## config.mk

```make
export PLATFORM = sky130hd
export DESIGN_NAME = csa_stream_keystream
export DESIGN_NICKNAME = d
export VERILOG_FILES = /design/src/hdl/csa_pkg.sv /design/src/hdl/csa_round.sv /design/src/hdl/csa_stream_keystream.sv
export SDC_FILE = /design/constraint.sdc
export NUM_CORES = 1
export LEC_CHECK = 0
export BUFFER_PORTS_ARGS = -buffer_cell sky130_fd_sc_hd__buf_2
export CORE_MARGIN = 5
export CORE_UTILIZATION = 55
export DETAILED_ROUTE_END_ITERATION = 10
export PLACE_DENSITY = 0.77
export SLEW_MARGIN = 0
export SYNTH_ARGS = -nofsm -noshare
export SYNTH_HDL_FRONTEND = slang
export SYNTH_SLANG_ARGS = --single-unit
```

## constraint.sdc

```tcl
create_clock -name clock -period 8.74 [get_ports clock]
set_input_delay 0.874 -clock clock [delete_from_list [all_inputs] [get_ports clock]]
set_output_delay 0.874 -clock clock [all_outputs]
set_load 0.01 [all_outputs]
```

## src/hdl/csa_pkg.sv

```systemverilog
// ---------------------------------------------------------------------------
// csa_pkg: shared types, tables and helpers for the CSA stream cipher
// Cipher state layout, word types, mode codes, S-box and tap tables.
// ---------------------------------------------------------------------------
package csa_pkg;

   localparam int RegBits = 40;   // ten 4-bit cells per shift register
   localparam int NumSbox = 7;

   typedef enum logic [1:0] {
      MODE_RESTART = 2'd0,
      MODE_INIT    = 2'd1,
      MODE_GEN     = 2'd2,
      MODE_NONE    = 2'd3
   } mode_type;

   typedef struct packed {
      logic [1:0] mode;
      logic [7:0] data_byte;
   } req_word_type;

   typedef struct packed {
      logic [7:0] keystream_byte;
      logic       byte_valid;
   } rsp_word_type;

   // Cell i sits at [39-4i -: 4], so cell 0 is the top nibble and cell 9 the bottom.
   typedef struct packed {
      logic [RegBits-1:0] reg_a;
      logic [RegBits-1:0] reg_b;
      logic [13:0]        comb;
      logic [3:0]         nib_d;
      logic [3:0]         nib_e;
      logic [3:0]         nib_f;
      logic               carry;
   } state_type;

   localparam logic [5:0] A_TAPS [0:NumSbox-1][0:4] = '{
      '{6'd16, 6'd2,  6'd23, 6'd25, 6'd36},
      '{6'd7,  6'd10, 6'd21, 6'd28, 6'd35},
      '{6'd1,  6'd8,  6'd19, 6'd17, 6'd22},
      '{6'd9,  6'd3,  6'd5,  6'd14, 6'd32},
      '{6'd18, 6'd13, 6'd24, 6'd31, 6'd34},
      '{6'd11, 6'd15, 6'd20, 6'd26, 6'd33},
      '{6'd6,  6'd12, 6'd27, 6'd30, 6'd29}};

   localparam logic [3:0] C_POS [0:NumSbox-1][0:1] = '{
      '{4'd4, 4'd10}, '{4'd3, 4'd9}, '{4'd8, 4'd2}, '{4'd7, 4'd1},
      '{4'd12, 4'd6}, '{4'd11, 4'd5}, '{4'd13, 4'd14}};

   localparam logic [5:0] B_TAPS [0:3][0:3] = '{
      '{6'd12, 6'd23, 6'd26, 6'd33},
      '{6'd9,  6'd14, 6'd24, 6'd31},
      '{6'd16, 6'd19, 6'd17, 6'd30},
      '{6'd11, 6'd21, 6'd32, 6'd34}};

   localparam logic [1:0] SBOX [0:NumSbox-1][0:31] = '{
      '{2'd2,2'd0,2'd1,2'd1,2'd2,2'd3,2'd3,2'd0, 2'd3,2'd2,2'd2,2'd0,2'd1,2'd1,2'd0,2'd3,
        2'd0,2'd3,2'd3,2'd0,2'd2,2'd2,2'd1,2'd1, 2'd2,2'd2,2'd0,2'd3,2'd1,2'd1,2'd3,2'd0},
      '{2'd3,2'd1,2'd0,2'd2,2'd2,2'd3,2'd3,2'd0, 2'd1,2'd3,2'd2,2'd1,2'd0,2'd0,2'd1,2'd2,
        2'd3,2'd1,2'd0,2'd3,2'd3,2'd2,2'd0,2'd2, 2'd0,2'd0,2'd1,2'd2,2'd2,2'd1,2'd3,2'd1},
      '{2'd2,2'd0,2'd1,2'd2,2'd2,2'd3,2'd3,2'd1, 2'd1,2'd1,2'd0,2'd3,2'd3,2'd0,2'd2,2'd0,
        2'd1,2'd3,2'd0,2'd1,2'd3,2'd0,2'd2,2'd2, 2'd2,2'd0,2'd1,2'd2,2'd0,2'd3,2'd3,2'd1},
      '{2'd3,2'd1,2'd2,2'd3,2'd0,2'd2,2'd1,2'd2, 2'd1,2'd2,2'd0,2'd1,2'd3,2'd0,2'd0,2'd3,
        2'd1,2'd0,2'd3,2'd1,2'd2,2'd3,2'd0,2'd3, 2'd0,2'd3,2'd2,2'd0,2'd1,2'd2,2'd2,2'd1},
      '{2'd2,2'd0,2'd0,2'd1,2'd3,2'd2,2'd3,2'd2, 2'd0,2'd1,2'd3,2'd3,2'd1,2'd0,2'd2,2'd1,
        2'd2,2'd3,2'd2,2'd0,2'd0,2'd3,2'd1,2'd1, 2'd1,2'd0,2'd3,2'd2,2'd3,2'd1,2'd0,2'd2},
      '{2'd0,2'd1,2'd2,2'd3,2'd1,2'd2,2'd2,2'd0, 2'd0,2'd1,2'd3,2'd0,2'd2,2'd3,2'd1,2'd3,
        2'd2,2'd3,2'd0,2'd2,2'd3,2'd0,2'd1,2'd1, 2'd2,2'd1,2'd1,2'd2,2'd0,2'd3,2'd3,2'd0},
      '{2'd0,2'd3,2'd2,2'd2,2'd3,2'd0,2'd0,2'd1, 2'd3,2'd0,2'd1,2'd3,2'd1,2'd2,2'd2,2'd1,
        2'd1,2'd0,2'd3,2'd3,2'd0,2'd1,2'd1,2'd2, 2'd2,2'd3,2'd1,2'd0,2'd2,2'd3,2'd0,2'd2}};

   // Tap t (1-based, tap 1 is MSB of cell 0) maps to vector bit 40-t.
   function automatic logic tap_bit(input logic [RegBits-1:0] vec, input logic [5:0] tap);
      logic [5:0] pos;
      pos = 6'(RegBits) - tap;
      return vec[pos];
   endfunction

endpackage

```

## src/hdl/csa_round.sv

```systemverilog
// ---------------------------------------------------------------------------
// csa_round: one nibble round of the CSA stream cipher
// Combinational next state and two keystream bits for one round.
// ---------------------------------------------------------------------------
module csa_round (
   input  csa_pkg::state_type st_i,
   input  logic               init_i,
   input  logic [7:0]         in_byte_i,
   output csa_pkg::state_type st_o,
   output logic [1:0]         bits_o
);
   import csa_pkg::*;

   logic [3:0]  x_nib, y_nib, z_nib, x_new, y_mix, y_new, t3, d_new;
   logic        p_bit, q_bit;
   logic [13:0] comb_new;
   logic [4:0]  sel [0:NumSbox-1];
   logic [1:0]  sv  [0:NumSbox-1];
   logic [4:0]  sum;

   assign x_nib = st_i.comb[13:10];
   assign y_nib = st_i.comb[9:6];
   assign z_nib = st_i.comb[5:2];
   assign p_bit = st_i.comb[1];
   assign q_bit = st_i.comb[0];

   always_comb begin
      comb_new = '0;
      for (int k = 0; k < NumSbox; k++) begin
         for (int j = 0; j < 5; j++) begin
            sel[k][4-j] = tap_bit(st_i.reg_a, A_TAPS[k][j]);
         end
         sv[k] = SBOX[k][sel[k]];
         comb_new[4'(14 - C_POS[k][0])] = sv[k][1];
         comb_new[4'(14 - C_POS[k][1])] = sv[k][0];
      end
   end

   always_comb begin
      for (int k = 0; k < 4; k++) begin
         t3[k] = tap_bit(st_i.reg_b, B_TAPS[3-k][0]) ^ tap_bit(st_i.reg_b, B_TAPS[3-k][1])
               ^ tap_bit(st_i.reg_b, B_TAPS[3-k][2]) ^ tap_bit(st_i.reg_b, B_TAPS[3-k][3]);
      end
   end

   assign d_new  = t3 ^ st_i.nib_e ^ z_nib;
   assign bits_o = {d_new[3] ^ d_new[2], d_new[1] ^ d_new[0]};
   assign sum    = {1'b0, st_i.nib_e} + {1'b0, z_nib} + {4'd0, st_i.carry};

   // cell 9 is the bottom nibble, cell 6 sits at [15:12]
   assign x_new = x_nib ^ st_i.reg_a[3:0] ^ (init_i ? (in_byte_i[7:4] ^ st_i.nib_d) : 4'd0);
   assign y_mix = y_nib ^ st_i.reg_b[3:0] ^ st_i.reg_b[15:12] ^ (init_i ? in_byte_i[3:0] : 4'd0);
   assign y_new = p_bit ? {y_mix[2:0], y_mix[3]} : y_mix;

   always_comb begin
      st_o.reg_a = {x_new, st_i.reg_a[RegBits-1:4]};
      st_o.reg_b = {y_new, st_i.reg_b[RegBits-1:4]};
      st_o.comb  = comb_new;
      st_o.nib_d = d_new;
      st_o.nib_e = st_i.nib_f;
      st_o.nib_f = q_bit ? sum[3:0] : st_i.nib_e;
      st_o.carry = q_bit ? sum[4] : st_i.carry;
   end

endmodule

```

## src/hdl/csa_stream_keystream.sv

```systemverilog
// ---------------------------------------------------------------------------
// csa_stream_keystream: DVB common scrambling stream cipher keystream
// Restart, init and generate words; four cipher rounds per init or generate word.
// ---------------------------------------------------------------------------
//  channel  ports                         direction  word
//  req      req_valid req_ready req_data  in         mode, data_byte
//  rsp      rsp_valid rsp_ready rsp_data  out        keystream_byte, byte_valid
//  csr      csr_valid csr_ready csr_data  in         64-bit control word
//
//  One word per cycle unless a response is stalled: the four rounds run between
//  the cipher state registers and the response register in the accepting cycle.
//  A response appears in the cycle after its request word is accepted.
//  A stalled response holds; req_ready stays high while rsp_ready is high.
//  Reset clears the control word and the cipher state; csr_ready is always high.
// ---------------------------------------------------------------------------
module csa_stream_keystream (
   input  logic                  clock,
   input  logic                  reset,
   input  logic                  req_valid,
   output logic                  req_ready,
   input  csa_pkg::req_word_type req_data,
   output logic                  rsp_valid,
   input  logic                  rsp_ready,
   output csa_pkg::rsp_word_type rsp_data,
   input  logic                  csr_valid,
   output logic                  csr_ready,
   input  logic [63:0]           csr_data
);
   import csa_pkg::*;

   state_type    st_ff, st_in;
   state_type    rnd_st [0:4];
   logic [1:0]   rnd_bits [0:3];
   logic [63:0]  ctrl_ff;
   rsp_word_type rsp_ff, rsp_in;
   logic         rsp_valid_ff;
   logic         req_fire, is_init;
   logic [7:0]   swapped;

   assign req_ready = !rsp_valid_ff || rsp_ready;
   assign req_fire  = req_valid && req_ready;
   assign csr_ready = 1'b1;
   assign is_init   = (req_data.mode == MODE_INIT);
   assign swapped   = {req_data.data_byte[3:0], req_data.data_byte[7:4]};

   assign rnd_st[0] = st_ff;

   for (genvar r = 0; r < 4; r++) begin : g_round
      csa_round u_round (
         .st_i      (rnd_st[r]),
         .init_i    (is_init),
         .in_byte_i (r % 2 == 0 ? req_data.data_byte : swapped),
         .st_o      (rnd_st[r+1]),
         .bits_o    (rnd_bits[r])
      );
   end

   always_comb begin
      st_in  = st_ff;
      rsp_in = '0;
      case (req_data.mode)
         MODE_RESTART: begin
            st_in       = '0;
            st_in.reg_a = {ctrl_ff[63:32], 8'd0};
            st_in.reg_b = {ctrl_ff[31:0], 8'd0};
         end
         MODE_INIT: begin
            st_in = rnd_st[4];
         end
         MODE_GEN: begin
            st_in                 = rnd_st[4];
            rsp_in.keystream_byte = {rnd_bits[0], rnd_bits[1], rnd_bits[2], rnd_bits[3]};
            rsp_in.byte_valid     = 1'b1;
         end
         default: begin
            st_in = st_ff;
         end
      endcase
   end

   always_ff @(posedge clock) begin
      if (reset) begin
         st_ff        <= '0;
         ctrl_ff      <= '0;
         rsp_valid_ff <= 1'b0;
      end else begin
         if (csr_valid) begin
            ctrl_ff <= csr_data;
         end
         if (req_fire) begin
            st_ff        <= st_in;
            rsp_valid_ff <= 1'b1;
         end else if (rsp_ready) begin
            rsp_valid_ff <= 1'b0;
         end
      end
   end

   always_ff @(posedge clock) begin
      if (req_fire) begin
         rsp_ff <= rsp_in;
      end
   end

   assign rsp_valid = rsp_valid_ff;
   assign rsp_data  = rsp_ff;

endmodule
```

==> results.txt, run 1 <==
Compound-Gate Fraction of Synth Area = 0.1328
H-tree levels = 4
Largest family of logic cells by synthesized area = multiplexers
Syn Std Cell Area = 14,570 um^2
Fin Setup TNS = 0 ns
Root buffer cell = clkbuf_16
Final nets = 1,879
Slowest cell on crit path = dfxtp_1
Synth Area in XOR/XNOR = 0.1280
Sw Share = 0.4131
Most frequent cells in the layout = nor2_1 (190), dfxtp_1 (172), mux2i_1 (171)
First-pass GRT wire length = 65,980 um
Wirelength, routed = 42,510 um
DR WL/cell = 21.23 um
Die span in x = 172.8 um
Hold_sp = rnd_st[496]$_SDFFE_PP0P_
Routability cong. = 0.9685
Status = finished, final reports clean
TritonCTS Buffers = 17
CP bufs+invs = 3
Final period util = 0.7005
Combinational share of power = 0.438
Tmin final = 6.122 ns
Unrepaired setup endpoints after global routing = no
F_max = 163.3 MHz
Largest net degree at the start of global routing = 87
Type of the tightest min-delay check = flip-flop to flip-flop
Top cell by count, worst path = fa_1
CP Capture Type = flip-flop
Crit path DAT = 6.42 ns
Final hold vios = 0
Worst-path maximum fanout = 11
CTS resizes = 0
Overflow after GRT = 0
Clk pwr share = 0.252
Number of distinct library cells after synthesis = 68
VDD IR max = 0.1422 mV
Clk_skew = 0.01468 ns
P_leak = 6.729 nW
Commonest non-fill, non-tap cell in the layout = nor2_1
EDFF count, synth = 9
Simple-gate share of the synthesized area = 0.1207
Top cell type by total area after synthesis = dfxtp_1
CORE AREA = 26,060 um^2
Area contributors post-synth = dfxtp_1 (24%), ha_1 (12%), mux2i_1 (12%)
Global Route Usage Sum = 0.2748
R2r endpoint = rnd_st[428]$_SDFFE_PP0P_
Ys Warns = 0
Yosys top cell area share = 0.2363
DR vias = 12,160
Register-to-Register Path Depth = 26
RR Startpoint = rnd_st[504]$_SDFFE_PP0P_
Residual DRC = 0
I/O pin count = 91
Antenna violations before repair = 0
P&R area growth vs syn = 8.261%
Row count = 59
Initial core utilization = 0.5591
Cell count after synthesis = 1,648
Synth Register Bits = 181
Critical path's top delay family = adder cells
Worst Path Required = 9.04 ns
Detail Placement HPWL = 31,570 um
Initial DRC Count = 1,487
Adder-cell area share of the yosys netlist = 0.1295
IO buf count = 89
Final Max Tran Viols = 0
Ys flop type = dfxtp_1
Clk buf depth = 2
Antenna cells = 0
Share of cells above drive strength 1 = 0.1242
Post CTS Setup Buffer Count = 0
Hold path cells = 2
Reg power frac = 0.310
Worst hold endpoint = rnd_st[496]$_SDFFE_PP0P_
Pint = 1.949 mW
Final ANT Viol Nets = 0
Clk Latency, worst-skew pair = 0.45 ns
Post-Syn Area per Cell = 8.841 um^2
FFs w/ async S/R, synth = 0
Max_slew headroom = 0.2528
Total power divided by cell area = 210.5 nW/um^2
Reg clk slew, reported paths = 0.08 ns
Clock sink count = 181
Placement-stage cell area = 15,130 um^2
CTS tree = built
Reg2reg setup slack = 2.62 ns
Die area = 29,850 um^2
Final Core Density = 0.6053
Final setup viols = 0
Crit-path max cell delay = 0.58 ns
Post-synthesis mux area share = 0.1809
Worst slew pin tran = 1.119 ns
Crit Path Class = flip-flop to flip-flop
Post-route cell area = 15,770 um^2
Net load switching power = 1.372 mW
Post-synthesis sequential area ratio = 0.2549
First-pass DRT Iterations = 5
Critical Path Source Type = flip-flop
Syn nets = 1,873
Detail-routed via count per cell = 6.071
Die Span Y = 172.8 um
Total of max-cap violations = 0
Number of global-route vias before repair = 11,590
Hold_buf cts = 0
[synth_stat cells, types with 14 or more instances]
library cell,number
inv_1,76
a22oi_1,17
a21oi_1,77
ha_1,138
xor2_1,37
a211oi_1,52
nor2_1,191
nor3_1,22
o211ai_1,15
xnor2_1,142
mux4_2,30
dfxtp_1,172
mux2_2,22
clkbuf_1,96
buf_1,14
nand2_1,109
mux2i_1,171
o21ai_0,69
[per-stage QoR]
stage	setup WS [ns]	hold slack [ns]	std cells	power [mW]
5_1_grt	2.172	0.4964	2002	3.483
3_3_place_gp	2.894	0.4507	1970	2.433
4_1_cts	2.631	0.4660	2002	3.299
6_report	2.618	0.4664	2002	3.320
2_1_floorplan	3.282	0.4434	1648	2.077
3_5_place_dp	2.683	0.4564	1970	2.465
[worst min-delay path: stages, from the launching register on]
cell     delay, ns
dfxtp_1       0.32
nand2_1       0.05
a21oi_1       0.05
[how the worst max path moves through the flow]
stage / from / endpoint / depth (start not counted)
after floorplan: rnd_st[504]$_SDFFE_PP0P_ / rnd_st[428]$_SDFFE_PP0P_ / 27
after global placement: req_data[9] / rnd_st[428]$_SDFFE_PP0P_ / 23
after detailed placement: rnd_st[504]$_SDFFE_PP0P_ / rnd_st[428]$_SDFFE_PP0P_ / 26
after CTS: rnd_st[504]$_SDFFE_PP0P_ / rnd_st[428]$_SDFFE_PP0P_ / 26
after global routing: rnd_st[504]$_SDFFE_PP0P_ / rnd_st[428]$_SDFFE_PP0P_ / 26
final: rnd_st[504]$_SDFFE_PP0P_ / rnd_st[428]$_SDFFE_PP0P_ / 26
[layout make-up]
class	instances	area [um^2]
Clock inverter	15	214.0
Sequential cell	181	3714
Tap cell	335	419.2
Clock buffer	17	425.4
Timing Repair Buffer	109	600.6
Multi-Input combinational cell	1266	10100
Fill cell	2182	10280
Inverter	79	296.5
[state kept, by name, indices dropped and copies added, names as in the netlist]
signal and cells:
rnd_st 107, rsp_data 9, rsp_valid 1, ctrl_ff 64
[routing by layer]
metal / GRT usage / part of all wire / up-vias
met3: 0.04738 / 0.082 / 96
met1: 0.3706 / 0.42 / 5811
met2: 0.4320 / 0.45 / 529
li1: - / - / 5719
met4: 0.1261 / 0.047 / 0
met5: 0 / 0 / -
[cells by family (layout without fill, tap and decap cells)]
logic type / count (synthesis) / after routing
compound gates: 302 / 302
xor+xnor: 193 / 193
fa+ha+maj: 146 / 146
buf+inv: 201 / 220
flops: 181 / 181
mux: 223 / 223
other cells: 1 / 1
simple gates: 401 / 401
[power groups by stage]
stage	clock network, mW	registers [mW]	logic, mW
final	0.836	1.03	1.46
after global routing	0.880	1.04	1.56
after CTS	0.840	1.02	1.43
after detailed placement	0	1.04	1.42
after global placement	0	1.04	1.39
after floorplan	0	0.979	1.10
Note: power is estimated with default switching activity, not from simulation.
==> run 2: changes to the inputs <==
--- a/config.mk
+++ b/config.mk
@@ -9,7 +9,7 @@
 export CORE_MARGIN = 5
 export CORE_UTILIZATION = 55
 export DETAILED_ROUTE_END_ITERATION = 10
-export PLACE_DENSITY = 0.77
+export PLACE_DENSITY = 0.8
 export SLEW_MARGIN = 0
 export SYNTH_ARGS = -nofsm -noshare
 export SYNTH_HDL_FRONTEND = slang
==> constraint.sdc (replaced) <==
create_clock -name clock -period 5.3 [get_ports clock]
set_input_delay 0.53 -clock clock [delete_from_list [all_inputs] [get_ports clock]]
set_output_delay 0.53 -clock clock [all_outputs]
set_load 0.01 [all_outputs]
==> run 2 against run 1 <==
Against the previous run:
- total power rose by 70%
- fmax is 17% higher
- clock power is 66% higher
- sequential share of layout area down 0.71 points
- utilization increased by 1.9 points
- non-clock buffer count up 58
- combinational power is 78% higher
- setup slack got worse by 2.6 ns
- design area increased by 3.2%
- global-route usage rose by 0.83 points
- sequential power rose by 59%
- via count grew 3.1%
- critical path type unchanged
- largest power group unchanged
- highest routed layer unchanged
==> results.txt, run 2 (synthesis results as in run 1) <==
Row count = 59
Final ANT Viol Nets = 0
Max reg flops = 107
Worst Path Required = 5.62 ns
Final setup viols = 0
P&R area growth vs syn = 11.68%
Residual DRC = 0
DR vias = 12,530
Area of the multi-input gates = 10,140 um^2
Clk_skew = 0.01220 ns
Crit-path max cell delay = 0.40 ns
Initial core utilization = 0.5591
F_max = 190.3 MHz
Global Route Usage Sum = 0.2831
Worst-path maximum fanout = 2
Final hold vios = 0
Antenna cells = 0
CTS tree = built
Max_slew headroom = 0.2742
FF+latch area = 3716 um^2
Most frequent cells in the layout = nor2_1 (190), mux2i_1 (170), dfxtp_1 (170)
I/O pin count = 91
P_leak = 7.015 nW
VDD IR max = 0.2667 mV
Antenna violations before repair = 0
First-pass GRT wire length = 68,400 um
First-pass DRT Iterations = 6
CORE AREA = 26,060 um^2
Top cell by count, worst path = fa_2
Routability cong. = 0.9990
Die Span Y = 172.8 um
Fillers = 2,095
Clock sink count = 181
Overflow after GRT = 0
Die span in x = 172.8 um
Slowest cell on crit path = fa_2
Wirelength, routed = 43,620 um
Crit path DAT = 5.58 ns
Tmin final = 5.254 ns
Final Max Tran Viols = 0
CP Capture Type = flip-flop
Number of global-route vias before repair = 12,210
Reg clk slew, reported paths = 0.09 ns
Detail Placement HPWL = 32,380 um
Critical path's top delay family = adder cells
Crit Path Class = flip-flop to flip-flop
Status = finished, final reports clean
Worst hold slack = 0.3067 ns
Die area = 29,850 um^2
Clk Latency, worst-skew pair = 0.46 ns
Worst slew pin tran = 1.061 ns
Critical Path Source Type = flip-flop
Final nets = 1,937
Total power = 5.629 mW
IO buf count = 89
TritonCTS Buffers = 17
Initial DRC Count = 1,238
CP bufs+invs = 4
Hold_buf cts = 0
H-tree levels = 4
Total power divided by cell area = 345.9 nW/um^2
Share of cells above drive strength 1 = 0.1646
Root buffer cell = clkbuf_16
DR WL/cell = 21.18 um
Type of the tightest min-delay check = primary input to flip-flop
Final period util = 0.9914
Total of max-cap violations = 0
Clk buf depth = 2
Detail-routed via count per cell = 6.083
Unrepaired setup endpoints after global routing = yes
Largest net degree at the start of global routing = 74
Commonest non-fill, non-tap cell in the layout = nor2_1
run 2: where the power goes:
group | total [mW] | switching (mW) | internal [mW] | leakage (nW)
Combinational | 2.60 | 1.46 | 1.14 | 5.20
Clock | 1.39 | 0.726 | 0.664 | 0.308
Sequential | 1.64 | 0.144 | 1.50 | 1.50
Total | 5.63 | 2.33 | 3.30 | 7.01
run 2: worst paths after layout:
check | start | slack, ns | cells past startpoint | end
worst max-delay path | rnd_st[443]$_SDFFE_PP0P_ | 0.05 | 27 | rnd_st[428]$_SDFFE_PP0P_
worst min-delay path | csr_data[13] | 0.31 | 3 | ctrl_ff[13]$_SDFFE_PP0P_
worst max register to register | rnd_st[443]$_SDFFE_PP0P_ | 0.05 | 27 | rnd_st[428]$_SDFFE_PP0P_
worst min register to register | rnd_st[495]$_SDFFE_PP0P_ | 0.47 | 2 | rnd_st[495]$_SDFFE_PP0P_
run 2: final cells by class:
class	count	share of cell area
clock buffers	17	0.02614
multi-input cells	1266	0.6234
well taps	335	0.02576
clock inverters	15	0.01338
inverters	79	0.01822
repair buffers	167	0.06467
flip-flops and latches	181	0.2284
run 2: metal layers:
metal	track usage	vias up	part of all wire
met5	0	-	0
met4	0.1340	0	0.051
met3	0.05939	130	0.094
met2	0.4479	661	0.45
met1	0.3709	5921	0.40
li1	-	5820	-
run 2: worst reg2reg max path: cells and delay by family (launching register included):
kind	cells	cell delay, ns
flip-flops	1	0.34
adder cells (fa/ha/maj)	8	2.46
AND/OR/NAND/NOR	2	0.12
AO/OA/AOI/OAI	12	1.80
buffers and inverters	4	0.20
multiplexers	1	0.19
run 2: metrics by stage:
stage | utilization | cells | instance area [um^2] | TNS, ns | setup slack, ns
floorplan | - | 1648 | 14580 | 0 | 0.002812
global placement | 0.5949 | 2017 | 15500 | -0.5219 | -0.2358
detailed placement | 0.5949 | 2017 | 15500 | -1.050 | -0.3621
CTS | 0.6226 | 2054 | 16220 | 0 | 0.02145
global route | 0.6244 | 2060 | 16270 | -0.5068 | -0.1889
finish | 0.6244 | 2060 | 16270 | 0 | 0.04557
run 2: repair_timing:
item | in CTS | in global routing
pin swaps | 14 | 8
setup endpoints to repair | 4 | 4
buffers inserted | 5 | 6
gates resized for setup | 19 | 3
==> run 3: changes to the inputs <==
--- a/config.mk
+++ b/config.mk
@@ -5,6 +5,7 @@
 export SDC_FILE = /design/constraint.sdc
 export NUM_CORES = 1
 export LEC_CHECK = 0
+export ABC_AREA = 1
 export BUFFER_PORTS_ARGS = -buffer_cell sky130_fd_sc_hd__buf_2
 export CORE_MARGIN = 5
 export CORE_UTILIZATION = 55
==> run 3 against run 2 <==
Against the previous run:
- the run now ends with negative setup slack left
- routed wire length up 23%
- sequential power about the same
- design area up 5.5%
- worst hold slack worse by 0.0089 ns
- clock-buffer cell count unchanged
- sequential cell count unchanged
- largest cell class unchanged
==> results.txt, run 3 <==
Clk buf depth = 2
Max reg flops = 107
Number of distinct library cells after synthesis = 57
Final hold vios = 0
TritonCTS Buffers = 17
Crit path DAT = 5.62 ns
Die area = 31,580 um^2
Commonest non-fill, non-tap cell in the layout = nand2_1
Top cell by count, worst path = fa_2
RR Startpoint = rnd_st[428]$_SDFFE_PP0P_
DR vias = 16,190
Routability cong. = 1.015
P_leak = 7.928 nW
Largest net degree at the start of global routing = 87
Crit Path Class = flip-flop to flip-flop
Final Core Density = 0.6177
CTS tree = built
Hold path cells = 3
Clk Latency, worst-skew pair = 0.45 ns
IO buf count = 89
Post-Syn Area per Cell = 6.617 um^2
Synth Register Bits = 181
F_max = 187.2 MHz
Row count = 61
Total power = 5.391 mW
Register-to-Register Path Depth = 30
Crit-path max cell delay = 0.40 ns
Violated checks = negative setup slack
Worst-path maximum fanout = 2
Area contributors post-synth = dfxtp_1 (22%), nand2_1 (14%), ha_1 (11%)
Clk_skew = 0.01395 ns
P&R area growth vs syn = 10.92%
Total power divided by cell area = 314.2 nW/um^2
Ys Warns = 0
First-pass DRT Iterations = 8
Top cell type by total area after synthesis = dfxtp_1
Detail Placement HPWL = 40,620 um
Worst slew pin tran = 1.132 ns
I/O pin count = 91
CP Capture Type = flip-flop
Status = finished, violations left
FFs w/ async S/R, synth = 0
Residual DRC = 0
Final setup slack of the worst path = -0.04093 ns
Number of global-route vias before repair = 14,840
Yosys top cell area share = 0.2226
Tmin final = 5.341 ns
DR WL/cell = 19.13 um
Pre-CTS setup slack = -0.5085 ns
Final period util = 1.008
CORE AREA = 27,780 um^2
Syn Std Cell Area = 15,470 um^2
Worst hold endpoint = ctrl_ff[9]$_SDFFE_PP0P_
R2r endpoint = rnd_st[428]$_SDFFE_PP0P_
Die Span Y = 177.7 um
Max_slew headroom = 0.2456
Wirelength, routed = 53,860 um
Initial DRC Count = 1,845
Final Max Tran Viols = 0
Hold_sp = csr_data[9]
Type of the tightest min-delay check = primary input to flip-flop
Reg clk slew, reported paths = 0.09 ns
Share of cells above drive strength 1 = 0.1531
VDD IR max = 0.2440 mV
Die span in x = 177.7 um
Total of max-cap violations = 0
Final nets = 2,649
Final setup viols = 2
Initial core utilization = 0.5569
Antenna violations before repair = 0
Most frequent cells in the layout = nand2_1 (570), o21ai_0 (218), nor2_1 (203)
Clock sink count = 181
Top cells by count, synth = nand2_1 (573), o21ai_0 (222), nor2_1 (205)
Final ANT Viol Nets = 0
Reg2reg setup slack = -0.04 ns
Cell count after synthesis = 2,338
Worst Path Required = 5.58 ns
Syn nets = 2,563
Detail-routed via count per cell = 5.750
Antenna cells = 0
Global Route Usage Sum = 0.3367
EDFF count, synth = 9
Overflow after GRT = 0
First-pass GRT wire length = 82,500 um
Unrepaired setup endpoints after global routing = yes
Root buffer cell = clkbuf_16
Dominant cell by count in the synthesized netlist = nand2_1
Ys flop type = dfxtp_1
Slowest cell on crit path = fa_2
H-tree levels = 4
Critical Path Source Type = flip-flop
Post-synthesis sequential area ratio = 0.2400
## run 3: cell count changes in the layout (fill, tap and decap cells not counted), moves of 22 or more
cell	before	now
o21ai_0	66	218
mux2i_1	170	3
nand2_2	0	32
a21oi_1	74	201
mux2_2	22	0
nand2_1	109	570
buf_4	78	104
a211oi_1	51	2
nand3_1	7	164
xnor2_1	142	54
inv_2	5	38
inv_1	72	173
mux4_2	30	0
## run 3: worst max path at each step
| stage | from | endpoint | cells past startpoint |
|---|---|---|---|
| final | rnd_st[428]$_SDFFE_PP0P_ | rnd_st[428]$_SDFFE_PP0P_ | 30 |
| after global routing | rnd_st[428]$_SDFFE_PP0P_ | rnd_st[431]$_SDFFE_PP0P_ | 32 |
| after CTS | rnd_st[443]$_SDFFE_PP0P_ | rnd_st[428]$_SDFFE_PP0P_ | 30 |
| after detailed placement | rnd_st[428]$_SDFFE_PP0P_ | rnd_st[428]$_SDFFE_PP0P_ | 30 |
| after global placement | rnd_st[428]$_SDFFE_PP0P_ | rnd_st[428]$_SDFFE_PP0P_ | 30 |
| after floorplan | rnd_st[504]$_SDFFE_PP0P_ | rnd_st[428]$_SDFFE_PP0P_ | 31 |
## run 3: kinds of logic after synthesis
| kind of cell | after synthesis | synth area share |
|---|---|---|
| simple gates | 1027 | 0.2851 |
| compound gates | 526 | 0.1862 |
| buf+inv | 341 | 0.09964 |
| flops | 181 | 0.2400 |
| fa+ha+maj | 146 | 0.1220 |
| xor+xnor | 113 | 0.06494 |
| mux | 3 | 0.001941 |
| other cells | 1 | 0.0002424 |
## run 3: cell type report
class / instances / area (um^2)
fill: 2617 / 10620
timing repair buffer: 193 / 1226
clock buffer: 17 / 425.4
tap: 378 / 473.0
clock inverter: 15 / 180.2
sequential: 181 / 3719
inverter: 215 / 817.0
multi-input combinational: 1816 / 10320
## run 3: power breakdown
group          internal (mW)  leakage (nW)  switching (mW)
clock network          0.644         0.296           0.709
registers               1.49          1.51           0.136
logic                  0.827          6.12            1.58
## run 3: routing by layer
| metal | GRT usage | wire length (um) | share of wire | vias to the layer above |
|---|---|---|---|---|
| li1 | - | - | - | 7794 |
| met4 | 0.1528 | 2845 | 0.053 | 0 |
| met1 | 0.4576 | 22440 | 0.42 | 7382 |
| met3 | 0.07478 | 5788 | 0.11 | 160 |
| met2 | 0.5106 | 22790 | 0.42 | 850 |
| met5 | 0 | 0 | 0 | - |
## run 3: repair_timing
item,in CTS,in global routing
hold endpoints to repair,0,0
setup buffers,20,6
gates resized for setup,20,15
hold buffers,0,0
pin swaps,20,22
gates cloned,0,0
endpoints found under the setup margin,3,5
## run 3: stage by stage
step / TNS, ns / hold slack (ns) / instances / cell area, um^2
global route: -0.7906 / 0.3047 / 2815 / 17160
finish: -0.05358 / 0.2978 / 2815 / 17160
global placement: -0.6183 / 0.4439 / 2758 / 16290
CTS: -0.04124 / 0.2947 / 2810 / 17090
detailed placement: -0.8775 / 0.4525 / 2758 / 16290
floorplan: 0 / 0.4334 / 2338 / 15480
## run 3: critical path: cells and delay by family (launching register included)
kind	cells	cell delay [ns]
adder cells (fa/ha/maj)	8	2.52
AO/OA/AOI/OAI	8	1.20
AND/OR/NAND/NOR	7	0.73
buffers and inverters	7	0.38
flip-flops	1	0.34
